`src/design/rtp_receiver_statistics_core_macros.svh`:
```
// Assertion macros shared by the RTP receiver statistics design.
`ifndef RTP_RECEIVER_STATISTICS_CORE_MACROS_SVH
`define RTP_RECEIVER_STATISTICS_CORE_MACROS_SVH
`ifndef SYNTHESIS
`define RTPSTAT_ASSERT_IMP(lbl, clk, rstn, ante, cons) \
    lbl: assert property (@(posedge clk) disable iff (!(rstn)) (ante) |-> (cons)) \
        else $error("assertion failed");
`define RTPSTAT_ASSERT_NEXT(lbl, clk, rstn, ante, cons) \
    lbl: assert property (@(posedge clk) disable iff (!(rstn)) (ante) |=> (cons)) \
        else $error("assertion failed");
`else
`define RTPSTAT_ASSERT_IMP(lbl, clk, rstn, ante, cons)
`define RTPSTAT_ASSERT_NEXT(lbl, clk, rstn, ante, cons)
`endif
`endif

```
`src/design/rtpstat_pkg.sv`:
```
// Package with types, codes and constants of the RTP receiver statistics block.
package rtpstat_pkg;

    typedef enum logic [1:0] {
        OP_PACKET = 2'd0,
        OP_REPORT = 2'd1,
        OP_SENDER = 2'd2,
        OP_CLEAR  = 2'd3
    } op_t;

    localparam logic [1:0] ST_ACCEPTED = 2'd0;
    localparam logic [1:0] ST_FOREIGN  = 2'd1;
    localparam logic [1:0] ST_CORRUPT  = 2'd2;

    localparam logic [1:0] CHK_FINE      = 2'd0;
    localparam logic [1:0] CHK_COLLISION = 2'd1;

    localparam logic [31:0] USEC_PER_SEC  = 32'd1000000;
    localparam logic [31:0] TENTH_MS      = 32'd10000;
    localparam logic [31:0] TENTH_MS_RECIP = 32'hD1B71759;
    localparam logic [35:0] JITTER_LIMIT  = 36'd256000000;
    localparam logic [19:0] RATE_RESET    = 20'd8000;

    typedef enum logic [3:0] {
        S_IDLE,
        S_EVAL,
        S_RES_WAIT,
        S_PKT_UPD,
        S_JIT_MUL,
        S_JIT_DIV,
        S_JIT_WAIT,
        S_RPT_LOSS,
        S_FRAC_WAIT,
        S_RPT_SCALE,
        S_SCALE_WAIT,
        S_RPT_DSEC,
        S_DSEC_WAIT,
        S_RPT_DFRAC,
        S_DFRAC_WAIT,
        S_OUTPUT
    } state_t;

    typedef enum logic [2:0] {
        DIV_RES,
        DIV_JIT,
        DIV_FRAC,
        DIV_SCALE,
        DIV_DSEC,
        DIV_DFRAC
    } div_sel_t;

    typedef struct packed {
        logic     capture;
        logic     eval;
        logic     div_start;
        logic     recip_load;
        div_sel_t div_sel;
        logic     pkt_update;
        logic     jit_mul;
        logic     jit_update;
        logic     rpt_loss;
        logic     frac_load;
        logic     scale_load;
        logic     dsec_load;
        logic     dfrac_load;
    } cmd_t;

    typedef struct packed {
        op_t  op;
        logic pkt_ok;
        logic need_res;
        logic same_stamp;
        logic frac_needed;
        logic res_nonzero;
        logic div_busy;
        logic div_done;
    } sts_t;

    typedef struct packed {
        logic [1:0]  op;
        logic        assign_stream;
        logic        header_valid;
        logic        address_ok;
        logic [1:0]  source_check;
        logic [31:0] source_id;
        logic [15:0] seq_number;
        logic [31:0] media_timestamp;
        logic [6:0]  payload_kind;
        logic [31:0] local_time;
        logic [31:0] ntp_seconds;
        logic [31:0] ntp_fraction;
    } req_t;

    typedef struct packed {
        logic [1:0]  status;
        logic [31:0] extended_seq;
        logic [31:0] cumulative_lost;
        logic [7:0]  fraction_lost;
        logic [31:0] jitter_ticks;
        logic [31:0] jitter_scaled;
        logic [31:0] last_sr_stamp;
        logic [31:0] delay_since_sr;
        logic [31:0] remote_source;
    } rsp_t;

endpackage

```
`src/design/rtpstat_if.sv`:
```
// Channel interfaces for requests, results and the configuration write.
interface rtpstat_req_if;
    logic        valid;
    logic        ready;
    logic [1:0]  op;
    logic        assign_stream;
    logic        header_valid;
    logic        address_ok;
    logic [1:0]  source_check;
    logic [31:0] source_id;
    logic [15:0] seq_number;
    logic [31:0] media_timestamp;
    logic [6:0]  payload_kind;
    logic [31:0] local_time;
    logic [31:0] ntp_seconds;
    logic [31:0] ntp_fraction;
    modport source (output valid, op, assign_stream, header_valid, address_ok, source_check,
        source_id, seq_number, media_timestamp, payload_kind, local_time, ntp_seconds,
        ntp_fraction, input ready);
    modport sink (input valid, op, assign_stream, header_valid, address_ok, source_check,
        source_id, seq_number, media_timestamp, payload_kind, local_time, ntp_seconds,
        ntp_fraction, output ready);
endinterface

interface rtpstat_rsp_if;
    logic        valid;
    logic        ready;
    logic [1:0]  status;
    logic [31:0] extended_seq;
    logic [31:0] cumulative_lost;
    logic [7:0]  fraction_lost;
    logic [31:0] jitter_ticks;
    logic [31:0] jitter_scaled;
    logic [31:0] last_sr_stamp;
    logic [31:0] delay_since_sr;
    logic [31:0] remote_source;
    modport source (output valid, status, extended_seq, cumulative_lost, fraction_lost,
        jitter_ticks, jitter_scaled, last_sr_stamp, delay_since_sr, remote_source,
        input ready);
    modport sink (input valid, status, extended_seq, cumulative_lost, fraction_lost,
        jitter_ticks, jitter_scaled, last_sr_stamp, delay_since_sr, remote_source,
        output ready);
endinterface

interface rtpstat_cfg_if;
    logic        valid;
    logic        ready;
    logic [19:0] data;
    modport source (output valid, data, input ready);
    modport sink (input valid, data, output ready);
endinterface

```
`src/design/rtpstat_div.sv`:
```
// Radix-2 restoring divider, one quotient bit per cycle.
module rtpstat_div (
    input  logic        clk,
    input  logic        rst_n,
    input  logic        start,
    input  logic [31:0] dividend,
    input  logic [31:0] divisor,
    output logic        busy,
    output logic        done,
    output logic [31:0] quotient
);

    logic [31:0] rem_reg;
    logic [31:0] quo_reg;
    logic [31:0] dsr_reg;
    logic [4:0]  cnt_reg;
    logic        busy_reg;
    logic        done_reg;
    logic [32:0] shifted;
    logic [33:0] diff;

    assign shifted = {rem_reg, quo_reg[31]};
    assign diff    = {1'b0, shifted} - {2'b00, dsr_reg};

    always_ff @(posedge clk or negedge rst_n)
    begin
        if (!rst_n)
        begin
            busy_reg <= 1'b0;
            done_reg <= 1'b0;
            cnt_reg  <= 5'd0;
        end
        else
        begin
            done_reg <= 1'b0;
            if (start)
            begin
                busy_reg <= 1'b1;
                cnt_reg  <= 5'd0;
            end
            else if (busy_reg)
            begin
                cnt_reg <= cnt_reg + 5'd1;
                if (cnt_reg == 5'd31)
                begin
                    busy_reg <= 1'b0;
                    done_reg <= 1'b1;
                end
            end
        end
    end

    always_ff @(posedge clk)
    begin
        if (start)
        begin
            rem_reg <= 32'd0;
            quo_reg <= dividend;
            dsr_reg <= divisor;
        end
        else if (busy_reg)
        begin
            if (!diff[33])
            begin
                rem_reg <= diff[31:0];
                quo_reg <= {quo_reg[30:0], 1'b1};
            end
            else
            begin
                rem_reg <= shifted[31:0];
                quo_reg <= {quo_reg[30:0], 1'b0};
            end
        end
    end

    assign busy     = busy_reg;
    assign done     = done_reg;
    assign quotient = quo_reg;

endmodule

```
`src/design/rtpstat_dp.sv`:
```
// Datapath: stream state, packet checks, jitter and report arithmetic.
module rtpstat_dp (
    input  logic                clk,
    input  logic                rst_n,
    input  rtpstat_pkg::req_t   req,
    output rtpstat_pkg::rsp_t   rsp,
    input  logic                cfg_we,
    input  logic [19:0]         cfg_data,
    input  rtpstat_pkg::cmd_t   cmd,
    output rtpstat_pkg::sts_t   sts
);

    rtpstat_pkg::req_t in_reg;

    logic [19:0] rate_reg;
    logic [31:0] locked_source_reg;
    logic        first_reg;
    logic [6:0]  locked_payload_reg;
    logic [15:0] base_seq_reg;
    logic [15:0] highest_seq_reg;
    logic [15:0] seq_cycles_reg;
    logic [31:0] received_reg;
    logic [15:0] wraps_reg;
    logic [31:0] prior_exp_reg;
    logic [31:0] prior_rec_reg;
    logic [19:0] res_reg;
    logic [31:0] jitter_q4_reg;
    logic [31:0] last_arrival_reg;
    logic [31:0] last_media_reg;
    logic [31:0] sr_seconds_reg;
    logic [31:0] sr_fraction_reg;
    logic [31:0] sr_local_reg;

    logic [31:0] prod_reg;
    logic [15:0] dsec_q_reg;
    logic [13:0] dsec_r_reg;
    logic [31:0] recip_x_reg;
    logic [63:0] recip_prod_reg;

    rtpstat_pkg::rsp_t rsp_reg;

    logic [1:0]  eval_status;
    logic        newer;
    logic [15:0] seq_gap;
    logic [31:0] ext;
    logic [31:0] expected;
    logic [15:0] wraps_next;
    logic [31:0] exp_adj;
    logic [31:0] cum;
    logic [31:0] iexp;
    logic [31:0] ilost;
    logic [31:0] ticks;
    logic [45:0] scale_prod;
    logic [51:0] jit_prod;
    logic [31:0] jit_d;
    logic [31:0] jit_mag;
    logic [35:0] jit_num;
    logic [31:0] div_dividend;
    logic [31:0] div_divisor;
    logic        div_busy;
    logic        div_done;
    logic [31:0] div_q;
    logic [31:0] recip_x;
    logic [31:0] recip_q;
    logic [32:0] recip_back;
    logic [31:0] recip_r;

    rtpstat_div u_div (
        .clk       (clk),
        .rst_n     (rst_n),
        .start     (cmd.div_start),
        .dividend  (div_dividend),
        .divisor   (div_divisor),
        .busy      (div_busy),
        .done      (div_done),
        .quotient  (div_q)
    );

    always_comb
    begin
        eval_status = rtpstat_pkg::ST_ACCEPTED;
        if (in_reg.assign_stream ? (locked_source_reg != 32'd0)
                                 : (locked_source_reg != in_reg.source_id))
            eval_status = rtpstat_pkg::ST_FOREIGN;
        else if (!in_reg.header_valid)
            eval_status = rtpstat_pkg::ST_CORRUPT;
        else if (!in_reg.address_ok)
            eval_status = rtpstat_pkg::ST_FOREIGN;
        else if (in_reg.source_check != rtpstat_pkg::CHK_FINE &&
                 in_reg.source_check != rtpstat_pkg::CHK_COLLISION)
            eval_status = rtpstat_pkg::ST_FOREIGN;
        else if (!first_reg && in_reg.source_check != rtpstat_pkg::CHK_COLLISION &&
                 locked_source_reg != in_reg.source_id)
            eval_status = rtpstat_pkg::ST_FOREIGN;
    end

    assign seq_gap = highest_seq_reg - in_reg.seq_number;
    assign newer   = first_reg || seq_gap[15];

    always_comb
    begin
        ext      = {seq_cycles_reg, highest_seq_reg};
        expected = ext - {16'd0, base_seq_reg} + 32'd1;
        if (expected < received_reg)
        begin
            wraps_next = wraps_reg;
            exp_adj    = expected;
            cum        = 32'd0;
        end
        else
        begin
            wraps_next = ((expected + {wraps_reg, 16'd0}) < prior_exp_reg)
                         ? wraps_reg + 16'd1 : wraps_reg;
            exp_adj    = expected + {wraps_next, 16'd0};
            cum        = exp_adj - received_reg;
        end
        iexp  = exp_adj - prior_exp_reg;
        ilost = iexp - (received_reg - prior_rec_reg);
    end

    assign ticks      = {4'd0, jitter_q4_reg[31:4]};
    assign scale_prod = ticks * 14'd10000;
    assign jit_prod   = (in_reg.local_time - last_arrival_reg) * res_reg;
    assign jit_d      = recip_q - (in_reg.media_timestamp - last_media_reg);
    assign jit_mag    = jit_d[31] ? (32'd0 - jit_d) : jit_d;
    assign jit_num    = 36'd15 * {4'd0, jitter_q4_reg} + {jit_mag, 4'd0};

    assign recip_q    = {13'd0, recip_prod_reg[63:45]};
    assign recip_back = recip_prod_reg[63:45] * rtpstat_pkg::TENTH_MS[13:0];
    assign recip_r    = recip_x_reg - recip_back[31:0];

    always_comb
    begin
        case (cmd.div_sel)
            rtpstat_pkg::DIV_RES:
            begin
                div_dividend = rtpstat_pkg::USEC_PER_SEC;
                div_divisor  = {12'd0, rate_reg};
            end
            rtpstat_pkg::DIV_FRAC:
            begin
                div_dividend = {ilost[23:0], 8'd0};
                div_divisor  = iexp;
            end
            rtpstat_pkg::DIV_SCALE:
            begin
                div_dividend = scale_prod[31:0];
                div_divisor  = {12'd0, res_reg};
            end
            default:
            begin
                div_dividend = 32'd0;
                div_divisor  = rtpstat_pkg::TENTH_MS;
            end
        endcase
    end

    always_comb
    begin
        case (cmd.div_sel)
            rtpstat_pkg::DIV_DSEC:
                recip_x = in_reg.local_time - sr_local_reg;
            rtpstat_pkg::DIV_DFRAC:
                recip_x = {2'd0, dsec_r_reg, 16'd0};
            default:
                recip_x = prod_reg;
        endcase
    end

    always_ff @(posedge clk or negedge rst_n)
    begin
        if (!rst_n)
        begin
            rate_reg           <= rtpstat_pkg::RATE_RESET;
            locked_source_reg  <= 32'd0;
            first_reg          <= 1'b1;
            locked_payload_reg <= 7'd0;
            base_seq_reg       <= 16'd0;
            highest_seq_reg    <= 16'd0;
            seq_cycles_reg     <= 16'd0;
            received_reg       <= 32'd0;
            wraps_reg          <= 16'd0;
            prior_exp_reg      <= 32'd0;
            prior_rec_reg      <= 32'd0;
            res_reg            <= 20'd0;
            jitter_q4_reg      <= 32'd0;
            last_arrival_reg   <= 32'd0;
            last_media_reg     <= 32'd0;
            sr_seconds_reg     <= 32'd0;
            sr_fraction_reg    <= 32'd0;
            sr_local_reg       <= 32'd0;
        end
        else
        begin
            if (cfg_we)
                rate_reg <= cfg_data;
            if (cmd.eval)
            begin
                if (in_reg.op == rtpstat_pkg::OP_SENDER && in_reg.header_valid)
                begin
                    sr_local_reg    <= in_reg.local_time;
                    sr_seconds_reg  <= in_reg.ntp_seconds;
                    sr_fraction_reg <= in_reg.ntp_fraction;
                end
                if (in_reg.op == rtpstat_pkg::OP_CLEAR)
                begin
                    received_reg     <= 32'd0;
                    wraps_reg        <= 16'd0;
                    jitter_q4_reg    <= 32'd0;
                    last_arrival_reg <= 32'd0;
                    last_media_reg   <= 32'd0;
                    sr_seconds_reg   <= 32'd0;
                    sr_fraction_reg  <= 32'd0;
                    sr_local_reg     <= 32'd0;
                end
            end
            if (cmd.pkt_update)
            begin
                if (first_reg || in_reg.source_check == rtpstat_pkg::CHK_COLLISION)
                    locked_source_reg <= in_reg.source_id;
                if (first_reg)
                begin
                    locked_payload_reg <= in_reg.payload_kind;
                    base_seq_reg       <= in_reg.seq_number;
                    res_reg            <= (rate_reg != 20'd0) ? div_q[19:0] : 20'd0;
                end
                if (newer)
                begin
                    if (!first_reg && in_reg.seq_number < highest_seq_reg)
                        seq_cycles_reg <= seq_cycles_reg + 16'd1;
                    highest_seq_reg <= in_reg.seq_number;
                    first_reg       <= 1'b0;
                    received_reg    <= received_reg + 32'd1;
                end
            end
            if (cmd.jit_update)
            begin
                jitter_q4_reg    <= (jit_num > rtpstat_pkg::JITTER_LIMIT)
                                    ? 32'd0 : jit_num[35:4];
                last_arrival_reg <= in_reg.local_time;
                last_media_reg   <= in_reg.media_timestamp;
            end
            if (cmd.rpt_loss)
            begin
                wraps_reg     <= wraps_next;
                prior_exp_reg <= exp_adj;
                prior_rec_reg <= received_reg;
            end
        end
    end

    always_ff @(posedge clk)
    begin
        if (cmd.capture)
        begin
            in_reg  <= req;
            rsp_reg <= '0;
        end
        if (cmd.eval)
        begin
            if (in_reg.op == rtpstat_pkg::OP_PACKET)
                rsp_reg.status <= eval_status;
            else if (in_reg.op == rtpstat_pkg::OP_SENDER && !in_reg.header_valid)
                rsp_reg.status <= rtpstat_pkg::ST_CORRUPT;
        end
        if (cmd.jit_mul)
            prod_reg <= jit_prod[31:0];
        if (cmd.recip_load)
        begin
            recip_x_reg    <= recip_x;
            recip_prod_reg <= recip_x * rtpstat_pkg::TENTH_MS_RECIP;
        end
        if (cmd.rpt_loss)
        begin
            rsp_reg.extended_seq    <= ext;
            rsp_reg.cumulative_lost <= cum;
            rsp_reg.jitter_ticks    <= ticks;
            rsp_reg.last_sr_stamp   <= {sr_seconds_reg[15:0], sr_fraction_reg[31:16]};
            rsp_reg.remote_source   <= locked_source_reg;
        end
        if (cmd.frac_load)
            rsp_reg.fraction_lost <= div_q[7:0];
        if (cmd.scale_load)
            rsp_reg.jitter_scaled <= div_q;
        if (cmd.dsec_load)
        begin
            dsec_q_reg <= recip_q[15:0];
            dsec_r_reg <= recip_r[13:0];
        end
        if (cmd.dfrac_load)
            rsp_reg.delay_since_sr <= {dsec_q_reg, 16'd0} + recip_q;
    end

    assign rsp = rsp_reg;

    always_comb
    begin
        sts.op          = rtpstat_pkg::op_t'(in_reg.op);
        sts.pkt_ok      = (eval_status == rtpstat_pkg::ST_ACCEPTED);
        sts.need_res    = first_reg && (rate_reg != 20'd0);
        sts.same_stamp  = (in_reg.media_timestamp == last_media_reg);
        sts.frac_needed = (iexp != 32'd0) && (ilost != 32'd0);
        sts.res_nonzero = (res_reg != 20'd0);
        sts.div_busy    = div_busy;
        sts.div_done    = div_done;
    end

endmodule

```
`src/design/rtpstat_ctrl.sv`:
```
// Controller state machine sequencing the datapath for each operation.
`include "rtp_receiver_statistics_core_macros.svh"
module rtpstat_ctrl (
    input  logic              clk,
    input  logic              rst_n,
    input  logic              req_valid,
    output logic              req_ready,
    output logic              rsp_valid,
    input  logic              rsp_ready,
    output rtpstat_pkg::cmd_t cmd,
    input  rtpstat_pkg::sts_t sts
);

    rtpstat_pkg::state_t state_reg;
    rtpstat_pkg::state_t state_next;

    always_ff @(posedge clk or negedge rst_n)
    begin
        if (!rst_n)
            state_reg <= rtpstat_pkg::S_IDLE;
        else
            state_reg <= state_next;
    end

    always_comb
    begin
        state_next  = state_reg;
        cmd         = '0;
        cmd.div_sel = rtpstat_pkg::DIV_RES;
        req_ready   = 1'b0;
        rsp_valid   = 1'b0;
        unique case (state_reg)
            rtpstat_pkg::S_IDLE:
            begin
                req_ready   = 1'b1;
                cmd.capture = req_valid;
                if (req_valid)
                    state_next = rtpstat_pkg::S_EVAL;
            end
            rtpstat_pkg::S_EVAL:
            begin
                cmd.eval = 1'b1;
                case (sts.op)
                    rtpstat_pkg::OP_PACKET:
                    begin
                        if (!sts.pkt_ok)
                            state_next = rtpstat_pkg::S_OUTPUT;
                        else if (sts.need_res)
                        begin
                            cmd.div_start = 1'b1;
                            cmd.div_sel   = rtpstat_pkg::DIV_RES;
                            state_next    = rtpstat_pkg::S_RES_WAIT;
                        end
                        else
                            state_next = rtpstat_pkg::S_PKT_UPD;
                    end
                    rtpstat_pkg::OP_REPORT:
                        state_next = rtpstat_pkg::S_RPT_LOSS;
                    default:
                        state_next = rtpstat_pkg::S_OUTPUT;
                endcase
            end
            rtpstat_pkg::S_RES_WAIT:
            begin
                if (sts.div_done)
                    state_next = rtpstat_pkg::S_PKT_UPD;
            end
            rtpstat_pkg::S_PKT_UPD:
            begin
                cmd.pkt_update = 1'b1;
                state_next = sts.same_stamp ? rtpstat_pkg::S_OUTPUT : rtpstat_pkg::S_JIT_MUL;
            end
            rtpstat_pkg::S_JIT_MUL:
            begin
                cmd.jit_mul = 1'b1;
                state_next  = rtpstat_pkg::S_JIT_DIV;
            end
            rtpstat_pkg::S_JIT_DIV:
            begin
                cmd.recip_load = 1'b1;
                cmd.div_sel    = rtpstat_pkg::DIV_JIT;
                state_next     = rtpstat_pkg::S_JIT_WAIT;
            end
            rtpstat_pkg::S_JIT_WAIT:
            begin
                cmd.jit_update = 1'b1;
                state_next     = rtpstat_pkg::S_OUTPUT;
            end
            rtpstat_pkg::S_RPT_LOSS:
            begin
                cmd.rpt_loss = 1'b1;
                if (sts.frac_needed)
                begin
                    cmd.div_start = 1'b1;
                    cmd.div_sel   = rtpstat_pkg::DIV_FRAC;
                    state_next    = rtpstat_pkg::S_FRAC_WAIT;
                end
                else
                    state_next = rtpstat_pkg::S_RPT_SCALE;
            end
            rtpstat_pkg::S_FRAC_WAIT:
            begin
                if (sts.div_done)
                begin
                    cmd.frac_load = 1'b1;
                    state_next    = rtpstat_pkg::S_RPT_SCALE;
                end
            end
            rtpstat_pkg::S_RPT_SCALE:
            begin
                if (sts.res_nonzero)
                begin
                    cmd.div_start = 1'b1;
                    cmd.div_sel   = rtpstat_pkg::DIV_SCALE;
                    state_next    = rtpstat_pkg::S_SCALE_WAIT;
                end
                else
                    state_next = rtpstat_pkg::S_RPT_DSEC;
            end
            rtpstat_pkg::S_SCALE_WAIT:
            begin
                if (sts.div_done)
                begin
                    cmd.scale_load = 1'b1;
                    state_next     = rtpstat_pkg::S_RPT_DSEC;
                end
            end
            rtpstat_pkg::S_RPT_DSEC:
            begin
                cmd.recip_load = 1'b1;
                cmd.div_sel    = rtpstat_pkg::DIV_DSEC;
                state_next     = rtpstat_pkg::S_DSEC_WAIT;
            end
            rtpstat_pkg::S_DSEC_WAIT:
            begin
                cmd.dsec_load = 1'b1;
                state_next    = rtpstat_pkg::S_RPT_DFRAC;
            end
            rtpstat_pkg::S_RPT_DFRAC:
            begin
                cmd.recip_load = 1'b1;
                cmd.div_sel    = rtpstat_pkg::DIV_DFRAC;
                state_next     = rtpstat_pkg::S_DFRAC_WAIT;
            end
            rtpstat_pkg::S_DFRAC_WAIT:
            begin
                cmd.dfrac_load = 1'b1;
                state_next     = rtpstat_pkg::S_OUTPUT;
            end
            rtpstat_pkg::S_OUTPUT:
            begin
                rsp_valid = 1'b1;
                if (rsp_ready)
                    state_next = rtpstat_pkg::S_IDLE;
            end
            default:
                state_next = rtpstat_pkg::S_IDLE;
        endcase
    end

    `RTPSTAT_ASSERT_IMP(a_start_idle_div, clk, rst_n, cmd.div_start, !sts.div_busy)
    `RTPSTAT_ASSERT_IMP(a_no_overlap, clk, rst_n, req_ready, !rsp_valid)
    `RTPSTAT_ASSERT_NEXT(a_accept_evals, clk, rst_n, req_valid && req_ready, cmd.eval)
    `RTPSTAT_ASSERT_IMP(a_done_awaited, clk, rst_n, sts.div_done,
        state_reg == rtpstat_pkg::S_RES_WAIT || state_reg == rtpstat_pkg::S_FRAC_WAIT ||
        state_reg == rtpstat_pkg::S_SCALE_WAIT)

endmodule

```
`src/design/rtp_receiver_statistics_core.sv`:
```
// Top level of the RTP receiver statistics block.
// The request channel carries one operation per transfer: a parsed RTP
// header, a receiver report build, a sender report, or a statistics clear.
// Every request yields exactly one transfer on the response channel.
// The configuration channel writes the stream clock rate and is always ready.
// The block handles one request at a time; request ready is high only while
// it is idle, and a new request is taken once the response has been taken.
// A rejected packet, a sender report or a clear goes from evaluation
// straight to the response. An accepted packet updates the stream state
// and, unless the timestamp is unchanged, the jitter; on the first packet
// with a nonzero clock rate the resolution division comes first.
// A receiver report builds the loss counts and the loss fraction and jitter
// scaling divisions it needs, then the delay since the last sender report.
// The variable divisions share one 32-step divider; divisions by the
// constant 10000 use a reciprocal multiplication.
// After reset the clock rate is 8000 Hz, the stream is unlocked and the
// first packet locks it. While the response receiver stalls, the result is
// held and no request is taken.
module rtp_receiver_statistics_core (
    input logic           clk,
    input logic           rst_n,
    rtpstat_req_if.sink   request,
    rtpstat_rsp_if.source response,
    rtpstat_cfg_if.sink   cfg
);

    rtpstat_pkg::cmd_t cmd;
    rtpstat_pkg::sts_t sts;
    rtpstat_pkg::req_t req;
    rtpstat_pkg::rsp_t rsp;

    assign req.op              = request.op;
    assign req.assign_stream   = request.assign_stream;
    assign req.header_valid    = request.header_valid;
    assign req.address_ok      = request.address_ok;
    assign req.source_check    = request.source_check;
    assign req.source_id       = request.source_id;
    assign req.seq_number      = request.seq_number;
    assign req.media_timestamp = request.media_timestamp;
    assign req.payload_kind    = request.payload_kind;
    assign req.local_time      = request.local_time;
    assign req.ntp_seconds     = request.ntp_seconds;
    assign req.ntp_fraction    = request.ntp_fraction;

    assign response.status          = rsp.status;
    assign response.extended_seq    = rsp.extended_seq;
    assign response.cumulative_lost = rsp.cumulative_lost;
    assign response.fraction_lost   = rsp.fraction_lost;
    assign response.jitter_ticks    = rsp.jitter_ticks;
    assign response.jitter_scaled   = rsp.jitter_scaled;
    assign response.last_sr_stamp   = rsp.last_sr_stamp;
    assign response.delay_since_sr  = rsp.delay_since_sr;
    assign response.remote_source   = rsp.remote_source;

    assign cfg.ready = 1'b1;

    rtpstat_ctrl u_ctrl (
        .clk       (clk),
        .rst_n     (rst_n),
        .req_valid (request.valid),
        .req_ready (request.ready),
        .rsp_valid (response.valid),
        .rsp_ready (response.ready),
        .cmd       (cmd),
        .sts       (sts)
    );

    rtpstat_dp u_dp (
        .clk      (clk),
        .rst_n    (rst_n),
        .req      (req),
        .rsp      (rsp),
        .cfg_we   (cfg.valid),
        .cfg_data (cfg.data),
        .cmd      (cmd),
        .sts      (sts)
    );

endmodule
```
`src/flat_wrapper.sv`:
```
// flat-port wrapper written by rule: the top's interface ports become plain ports
module rtp_receiver_statistics_core_flat 
  (clk, rst_n, request_valid, request_op, request_assign_stream, request_header_valid, request_address_ok, request_source_check, request_source_id, request_seq_number, request_media_timestamp, request_payload_kind, request_local_time, request_ntp_seconds, request_ntp_fraction, request_ready, response_valid, response_status, response_extended_seq, response_cumulative_lost, response_fraction_lost, response_jitter_ticks, response_jitter_scaled, response_last_sr_stamp, response_delay_since_sr, response_remote_source, response_ready, cfg_valid, cfg_data, cfg_ready);
  rtpstat_req_if request_i ();
  rtpstat_rsp_if response_i ();
  rtpstat_cfg_if cfg_i ();
  input logic clk;
  input logic rst_n;
  input wire logic [$bits(request_i.valid)-1:0] request_valid;
  input wire logic [$bits(request_i.op)-1:0] request_op;
  input wire logic [$bits(request_i.assign_stream)-1:0] request_assign_stream;
  input wire logic [$bits(request_i.header_valid)-1:0] request_header_valid;
  input wire logic [$bits(request_i.address_ok)-1:0] request_address_ok;
  input wire logic [$bits(request_i.source_check)-1:0] request_source_check;
  input wire logic [$bits(request_i.source_id)-1:0] request_source_id;
  input wire logic [$bits(request_i.seq_number)-1:0] request_seq_number;
  input wire logic [$bits(request_i.media_timestamp)-1:0] request_media_timestamp;
  input wire logic [$bits(request_i.payload_kind)-1:0] request_payload_kind;
  input wire logic [$bits(request_i.local_time)-1:0] request_local_time;
  input wire logic [$bits(request_i.ntp_seconds)-1:0] request_ntp_seconds;
  input wire logic [$bits(request_i.ntp_fraction)-1:0] request_ntp_fraction;
  output wire logic [$bits(request_i.ready)-1:0] request_ready;
  output wire logic [$bits(response_i.valid)-1:0] response_valid;
  output wire logic [$bits(response_i.status)-1:0] response_status;
  output wire logic [$bits(response_i.extended_seq)-1:0] response_extended_seq;
  output wire logic [$bits(response_i.cumulative_lost)-1:0] response_cumulative_lost;
  output wire logic [$bits(response_i.fraction_lost)-1:0] response_fraction_lost;
  output wire logic [$bits(response_i.jitter_ticks)-1:0] response_jitter_ticks;
  output wire logic [$bits(response_i.jitter_scaled)-1:0] response_jitter_scaled;
  output wire logic [$bits(response_i.last_sr_stamp)-1:0] response_last_sr_stamp;
  output wire logic [$bits(response_i.delay_since_sr)-1:0] response_delay_since_sr;
  output wire logic [$bits(response_i.remote_source)-1:0] response_remote_source;
  input wire logic [$bits(response_i.ready)-1:0] response_ready;
  input wire logic [$bits(cfg_i.valid)-1:0] cfg_valid;
  input wire logic [$bits(cfg_i.data)-1:0] cfg_data;
  output wire logic [$bits(cfg_i.ready)-1:0] cfg_ready;
  assign request_i.valid = request_valid;
  assign request_i.op = request_op;
  assign request_i.assign_stream = request_assign_stream;
  assign request_i.header_valid = request_header_valid;
  assign request_i.address_ok = request_address_ok;
  assign request_i.source_check = request_source_check;
  assign request_i.source_id = request_source_id;
  assign request_i.seq_number = request_seq_number;
  assign request_i.media_timestamp = request_media_timestamp;
  assign request_i.payload_kind = request_payload_kind;
  assign request_i.local_time = request_local_time;
  assign request_i.ntp_seconds = request_ntp_seconds;
  assign request_i.ntp_fraction = request_ntp_fraction;
  assign request_ready = request_i.ready;
  assign response_valid = response_i.valid;
  assign response_status = response_i.status;
  assign response_extended_seq = response_i.extended_seq;
  assign response_cumulative_lost = response_i.cumulative_lost;
  assign response_fraction_lost = response_i.fraction_lost;
  assign response_jitter_ticks = response_i.jitter_ticks;
  assign response_jitter_scaled = response_i.jitter_scaled;
  assign response_last_sr_stamp = response_i.last_sr_stamp;
  assign response_delay_since_sr = response_i.delay_since_sr;
  assign response_remote_source = response_i.remote_source;
  assign response_i.ready = response_ready;
  assign cfg_i.valid = cfg_valid;
  assign cfg_i.data = cfg_data;
  assign cfg_ready = cfg_i.ready;
  rtp_receiver_statistics_core u_core (.clk(clk), .rst_n(rst_n), .request(request_i), .response(response_i), .cfg(cfg_i));
endmodule
```
`config.mk`:
```
export PLATFORM = sky130hd
export DESIGN_NAME = rtp_receiver_statistics_core_flat
export DESIGN_NICKNAME = d
export VERILOG_FILES = /design/src/design/rtpstat_pkg.sv /design/src/design/rtpstat_if.sv /design/src/design/rtpstat_div.sv /design/src/design/rtpstat_dp.sv /design/src/design/rtpstat_ctrl.sv /design/src/design/rtp_receiver_statistics_core.sv /design/src/flat_wrapper.sv
export VERILOG_INCLUDE_DIRS = /design/src /design/src/design
export SDC_FILE = /design/constraint.sdc
export NUM_CORES = 2
export LEC_CHECK = 0
export BUFFER_PORTS_ARGS = -buffer_cell sky130_fd_sc_hd__clkbuf_2
export CORE_UTILIZATION = 69
export CTS_CLUSTER_SIZE = 16
export DETAILED_ROUTE_END_ITERATION = 6
export MAX_ROUTING_LAYER = met4
export PLACE_DENSITY = 0.84
export SETUP_SLACK_MARGIN = 0.15
export SLEW_MARGIN = 20
export SYNTH_ARGS = -nofsm -noshare
export SYNTH_HDL_FRONTEND = slang
export SYNTH_SLANG_ARGS = --single-unit
```
`constraint.sdc`:
```
create_clock -name clk -period 28.8 [get_ports clk]
set_clock_uncertainty 0.2 [all_clocks]
set_input_delay 1.44 -clock clk [delete_from_list [all_inputs] [get_ports clk]]
set_output_delay 1.44 -clock clk [all_outputs]
set_load 0.005 [all_outputs]
```
# After elaboration in Yosys (flattened, before gate mapping)

Index checks and enable logic that the tools add are counted.

Reduce and logical (&&, ||, !) cells: 42
Multiply operators: 5
Order comparisons: 4
Add/sub/neg operators: 22
Multiplexer cells: 92
Equal/unequal tests: 33

Operators by type and width:

| operator                                              | number |
|---|---|
| two-way mux 32 bit                                    | 24 |
| two-way mux 234 bit                                   | 1 |
| one-hot mux 32 bit (3 select lines)                   | 2 |
| subtractor 32 bit                                     | 6 |
| two-way mux 16 bit                                    | 7 |
| nonzero test 32 bit                                   | 3 |
| adder 32 x 1 -> 32 bit (second input constant)        | 2 |
| adder 32 bit                                          | 2 |
| less-than comparator 32 bit                           | 2 |
| multiplier 32 x 32 -> 64 bit (second input constant)  | 1 |
| two-way mux 64 bit                                    | 1 |
| one-hot mux 32 bit (2 select lines)                   | 1 |
| one-hot mux 4 bit (15 select lines)                   | 1 |
| nonzero test 20 bit                                   | 2 |
| adder 36 bit                                          | 1 |
| > comparator 36 x 28 -> 1 bit (second input constant) | 1 |
| multiplier 4 x 32 -> 36 bit (first input constant)    | 1 |
| subtractor 33 x 32 -> 34 bit                          | 1 |
| multiplier 33 x 21 -> 32 bit                          | 1 |
| two-way mux 1 bit                                     | 33 |
| subtractor 32 x 32 -> 33 bit                          | 1 |
| adder 16 x 1 -> 16 bit (second input constant)        | 2 |
| adder 32 x 19 -> 32 bit                               | 1 |
| equality test 32 bit                                  | 1 |
| other kinds (42)                                      | 100 |

Input bits: 215
Output and inout bits: 237
Register bits: 1053
Logic and storage cells: 247

# Longest topological paths before layout

Depth after elaboration: 16
Depth in mapped cells: 87
Depth with buffers taken out: 84

# Cells and area by module

A second synthesis with hierarchy kept.

Cells, all modules: 9433
Area total of the unflattened synthesis: 93773.7 µm²

By module, submodules not included:

| module                       | seq. area each (µm²) | instances | area an instance (µm²) | cells each |
|---|---|---|---|---|
| rtpstat_dp                   | 24116.9              | 1         | 87271.2                | 8766 |
| rtpstat_div                  | 2737.6               | 1         | 5967.0                 | 594 |
| rtpstat_ctrl                 | 100.1                | 1         | 524.3                  | 71 |
| rtp_receiver_statistics_core | 0.0                  | 1         | 11.3                   | 2 |

# Worst setup path before layout

Ideal clock, no wire load.

Path type: register -> register
Start: register u_core.u_dp.highest_seq_reg[2]
End: register u_core.u_dp.u_div.dsr_reg[0] (enable)
Arrival time: 15.372 ns
Library setup time: 0.479 ns
Cell stages (with the launch flop): 85
Slack: 12.749 ns
Cell sequence: dfrtp_1 -> ha_1 -> ha_1 -> a21o_1 -> a21oi_1 -> o21bai_1 -> a21oi_1 -> o21bai_1 -> a21oi_1 -> o21bai_1 -> a21oi_1 -> o21bai_1 -> a21oi_1 -> o22ai_1 -> o41ai_1 -> nor2b_1 -> o21a_1 -> nor2_1 -> [... 49 more ...] -> ha_1 -> nor2b_1 -> o21ai_0 -> nand4_1 -> nor4_1 -> nand4_1 -> nor3b_1 -> nand4_1 -> or4_1 -> a2111oi_0 -> and4b_1 -> o2111a_1 -> nand3_1 -> nor4_2 -> or3_1 -> clkbuf_1 -> clkbuf_1 -> nand2_1

RTL lines:

| element                | RTL line          | source |
|---|---|---|
| from (decl)            | rtpstat_dp.sv:20  | `logic [15:0] highest_seq_reg;` |
| from (signal assigned) | rtpstat_dp.sv:231 | `highest_seq_reg <= in_reg.seq_number;` |
| to (signal assigned)   | rtpstat_div.sv:59 | `dsr_reg <= divisor;` |
| to (decl)              | rtpstat_div.sv:15 | `logic [31:0] dsr_reg;` |

# Worst setup path in the final report

Start: register u_core.u_dp.highest_seq_reg[2]
End: register u_core.u_dp.u_div.dsr_reg[16] (data pin)

Longest elaborated chain between the ends: 15
Elaborated cells between the ends (all ways): 19

Ends and longest elaborated chain:

| element                                                                | RTL line           | source |
|---|---|---|
| subtractor 32 x 16 -> 32 bit (*)                                       | rtpstat_dp.sv:103  | `expected = ext - {16'd0, base_seq_reg} + 32'd1;` |
| adder 32 x 1 -> 32 bit (*)                                             | rtpstat_dp.sv:103  |  |
| adder 32 bit                                                           | rtpstat_dp.sv:112  | `wraps_next = ((expected + {wraps_reg, 16'd0}) < prior_exp_reg)` |
| less-than comparator 32 bit                                            | rtpstat_dp.sv:112  |  |
| two-way mux 16 bit                                                     | rtpstat_dp.sv:113  | `? wraps_reg + 16'd1 : wraps_reg;` |
| adder 32 bit                                                           | rtpstat_dp.sv:114  | `exp_adj = expected + {wraps_next, 16'd0};` |
| two-way mux 32 bit (*)                                                 | rtpstat_dp.sv:104  | `if (expected < received_reg)` |
| via u_core.u_dp.exp_adj[28]                                            | rtpstat_dp.sv:48   | `logic [31:0] exp_adj;` |
| subtractor 32 bit (*)                                                  | rtpstat_dp.sv:117  | `iexp = exp_adj - prior_exp_reg;` |
| subtractor 32 bit                                                      | rtpstat_dp.sv:118  | `ilost = iexp - (received_reg - prior_rec_reg);` |
| nonzero test 32 bit                                                    | rtpstat_dp.sv:302  | `sts.frac_needed = (iexp != 32'd0) && (ilost != 32'd0);` |
| logical AND 1 bit (*)                                                  | rtpstat_dp.sv:302  |  |
| two-way mux 2 bit (*)                                                  | rtpstat_ctrl.sv:92 | `if (sts.frac_needed)` |
| one-hot mux 3 bit (5 select lines) (*)                                 | rtpstat_ctrl.sv:32 | `unique case (state_reg)` |
| equality test 3 x 2 -> 1 bit / zero test 3 bit (equally long branches) | rtpstat_dp.sv:134  | `case (cmd.div_sel)` |
| one-hot mux 32 bit (3 select lines) (*)                                | rtpstat_dp.sv:134  |  |
| via u_core.u_dp.div_divisor[16]                                        | rtpstat_dp.sv:59   | `logic [31:0] div_divisor;` |

The timed path passes the listed nets; every way through them passes the cells marked *.
A chain may end at the register's enable or synchronous reset.

==> Implementation_results.wiki <==
{| class="wikitable"
! Metric !! Value
|-
| Die X-Extent || 370 um
|-
| Share of post-route cells with drive strength above 1 || 8.47%
|-
| Core area || around 130000 um2
|-
| Initial antenna violation count || 23
|-
| Die extent in y || 370 um
|-
| Tcrit/Tclk final || 66.1%
|-
| Fillers || between 9k and 10k
|-
| Most numerous cell on the critical path || a21oi_1
|-
| Source-to-sink clock delay at the later pin of the worst-skew pair || 770 ps
|-
| Global-route usage over all layers || 39.8%
|-
| Worst-path fanout max || 29
|-
| Area Overhead vs Synth || 8.39%
|-
| Count of vias placed by the detailed router || between 70k and 80k
|-
| Required time reported for the critical path endpoint || 29030 ps
|-
| Post-synthesis instance area || 93600 um2
|-
| Worst slew pin tran || 1190 ps
|-
| Aggregate negative setup slack || 0 ps
|-
| Post-layout instance area || approximately 100000 um2
|-
| Die ar. || roughly 140000 um2
|-
| Final setup violating endpoints || 0
|-
| Slew Viols, Final || 0
|-
| CP Data Arrival Time || 19270 ps
|-
| Hold buffer count at CTS || 0
|-
| Dominant synthesized flop cell || edfxtp_1
|-
| Yosys warning total || 0
|-
| Number of global-route vias before repair || slightly above 70k
|-
| Remaining antenna violation count || 0
|-
| Top cell type by total area after synthesis || fa_1
|-
| Routability congestion estimate from global placement || about 1.0
|-
| Post-route DRC violation count || 0
|-
| Kind of end point of the critical path || register
|-
| Initial standard-cell utilization of the core || 69.9%
|-
| Smallest setup slack after layout || 9760 ps
|-
| Wirelength per Cell || 22.2 um
|-
| Crit path largest cell delay || 890 ps
|-
| Flop and latch count out of synthesis || 976
|-
| Clock slew seen by the registers of the worst setup and hold paths || 60 ps
|-
| Final min period || 19040 ps
|-
| Ys async rst share || 41.4%
|-
| Wire length of the first global-routing pass || 406 mm
|-
| Clk sinks || 976
|-
| 1st-iter DRT viols || 6907
|-
| Largest net degree at the start of global routing || 85
|-
| Count of input and output buffers || 407
|-
| DP Cell Count || around 11k
|-
| Number of gates resized after cts || 0
|-
| Cell types with the largest area share after synthesis || fa_1 21%, edfxtp_1 17%, ha_1 13%, dfrtp_1 11%, inv_1 7.9%
|-
| Detail Placement HPWL || 203 mm
|-
| Max Clk Rate || 0.0525 GHz
|-
| Remaining global-route overflow || 0
|-
| Worst Hold Class || register to register
|-
| Instance count of the mapped netlist || 9469
|-
| Post-detailed-routing wire length || 260 mm
|-
| Post-Place Setup Slack || about 10000 ps
|-
| Area taken by flip-flops and latches || 27000 um2
|-
| Number of unique standard cell types used by synthesis || 106
|-
| Average instance area after synthesis || 9.88 um2
|-
| Max cap viols || 0
|-
| Max FFs per register || 230
|-
| Finished Layout Cells || 11.7k
|-
| Type of origin of the critical path || register
|-
| Number of enable flip-flop cells after synthesis || 538
|-
| Synth top area share || between 20% and 30%
|-
| Number of clock buffers inserted by TritonCTS || approximately 110
|-
| IO Count || between 400 and 500
|-
| Highest-delay cell along the critical path || o41ai_1
|-
| Status || complete, no violations
|-
| Sequential area share after synthesis || 28.8%
|-
| Worst relative slew slack || between 20% and 30%
|-
| Number of setup buffers added after CTS || 0
|-
| Via density per instance || 6.07
|-
| RSZ-0062 raised after global routing || no
|-
| Clock tree root buffer cell || clkbuf_16
|-
| Area taken by multi-input logic gates || approximately 58000 um2
|-
| Total number of H-tree levels || 3
|-
| Clk buf depth || 3
|-
| Count of standard-cell rows || 134
|-
| Final hold violations || 0
|-
| Post-layout nets || approximately 12k
|-
| CTS tree || done
|-
| First drt pass iteration count || 7
|-
| Post-Place Cell Area || 97700 um2
|-
| Startpoint-to-endpoint class of the critical path || register to register
|}
[placed cells by master, fill, tap and decap left out, types with 21 or more instances in the layout]
cell          n
mux2i_1      45
nor4_1       40
or2_2        25
dfxtp_1      34
clkbuf_1     25
o21bai_1     61
edfxtp_1    538
a21boi_0     25
and3_1       48
clkbuf_2    406
nand4_1      61
mux2_2       67
o21ai_0     377
and2_1      295
nor3_1      117
a22o_1       89
diode_2      21
o221ai_1     25
ha_1        994
a21oi_1     327
a31oi_1      31
o211ai_1     35
a21o_1      153
xnor2_1     332
nand3_1     117
a211oi_1     49
nand2b_1     74
xor2_1      133
o21a_1       44
nand2_1     794
nor2_1      380
clkbuf_16   108
inv_1      1964
buf_4       100
nor2b_1      84
a2111oi_0    38
o31ai_1      93
or3_1        35
fa_1        991
dfrtp_1     396
[synth_stat cells, types with 49 or more instances]
cell type  number
a22o_1         89
and2_1        296
a21o_1        153
a211oi_1       50
nand2b_1       75
nand4_1        61
o21ai_0       379
inv_1        1965
xor2_1        134
o31ai_1        94
nor2_1        386
clkbuf_1      247
nand3_1       118
nand2_1       795
and3_1         49
o21bai_1       61
edfxtp_1      538
nor2b_1        85
xnor2_1       334
mux2_2         67
dfrtp_1       397
a21oi_1       329
fa_1          991
ha_1          994
nor3_1        122
[critical path: cells and delay by family, from the launching register on]
kind,cells,cell delay (ps)
AOI/OAI and AO/OA,40,8050
xor gates and xnor gates,5,1260
adders and majority gates,9,2890
buffers and inverters,6,1010
DFF,1,420
muxes,1,290
and+or+nand+nor,23,4510
[per-layer routing]
layer	vias up	share of wire, %	global-route usage, %
li1	31600	-	-
met1	35100	39	52.3
met2	3437	46	60.9
met3	756	10	8.11
met4	0	4.5	15.8
met5	-	0	-
[area by class of cell]
class / count / share of cell area (%)
multi-input combinational: 6246 / 57.5
sequential: 976 / 26.6
inverter: 1966 / 7.28
clock buffer: 142 / 2.88
timing repair buffer: 507 / 2.76
tap: 1768 / 2.18
clock inverter: 64 / 0.794
antenna: 21 / 0.0518
[metrics by stage]
| stage | hold slack, ps | util [%] |
|---|---|---|
| 2_1_floorplan | 200 | - |
| 3_3_place_gp | 202 | 72.9 |
| 3_5_place_dp | 205 | 72.9 |
| 4_1_cts | 221 | 75.7 |
| 5_1_grt | 230 | 75.7 |
| 6_report | 220 | 75.7 |
[logic make-up (layout without fill, tap and decap cells)]
family	count (synthesis)	after routing	share of synthesized area [%]
DFF	976	976	28.8
muxes	112	112	1.29
AOI/OAI and AO/OA	1510	1510	10.7
adders and majority gates	1985	1985	34.5
and+or+nand+nor	2159	2159	11.1
xor gates and xnor gates	475	475	4.55
other	2	26	0.00802
buffers and inverters	2250	2679	9.09
[worst paths after layout]
path	start	to	slack, ps	cells past startpoint
max	u_core.u_dp.highest_seq_reg[2]$_DFFE_PN0P_	u_core.u_dp.u_div.dsr_reg[16]$_DFFE_PP_	9760	84
min reg2reg	u_core.u_dp.recip_x_reg[2]$_DFFE_PP_	u_core.u_dp.dsec_r_reg[2]$_DFFE_PP_	220	0
max reg2reg	u_core.u_dp.highest_seq_reg[2]$_DFFE_PN0P_	u_core.u_dp.u_div.dsr_reg[16]$_DFFE_PP_	9760	84
min	u_core.u_dp.recip_x_reg[2]$_DFFE_PP_	u_core.u_dp.dsec_r_reg[2]$_DFFE_PP_	220	0
min in group asynchronous	rst_n	u_core.u_dp.wraps_reg[14]$_DFFE_PN0P_	430	1
max in group asynchronous	rst_n	u_core.u_dp.sr_local_reg[2]$_DFFE_PN0P_	25540	3
Power is not shown: default switching activity piles up to over one toggle a cycle in this logic, so the estimate is an artifact.
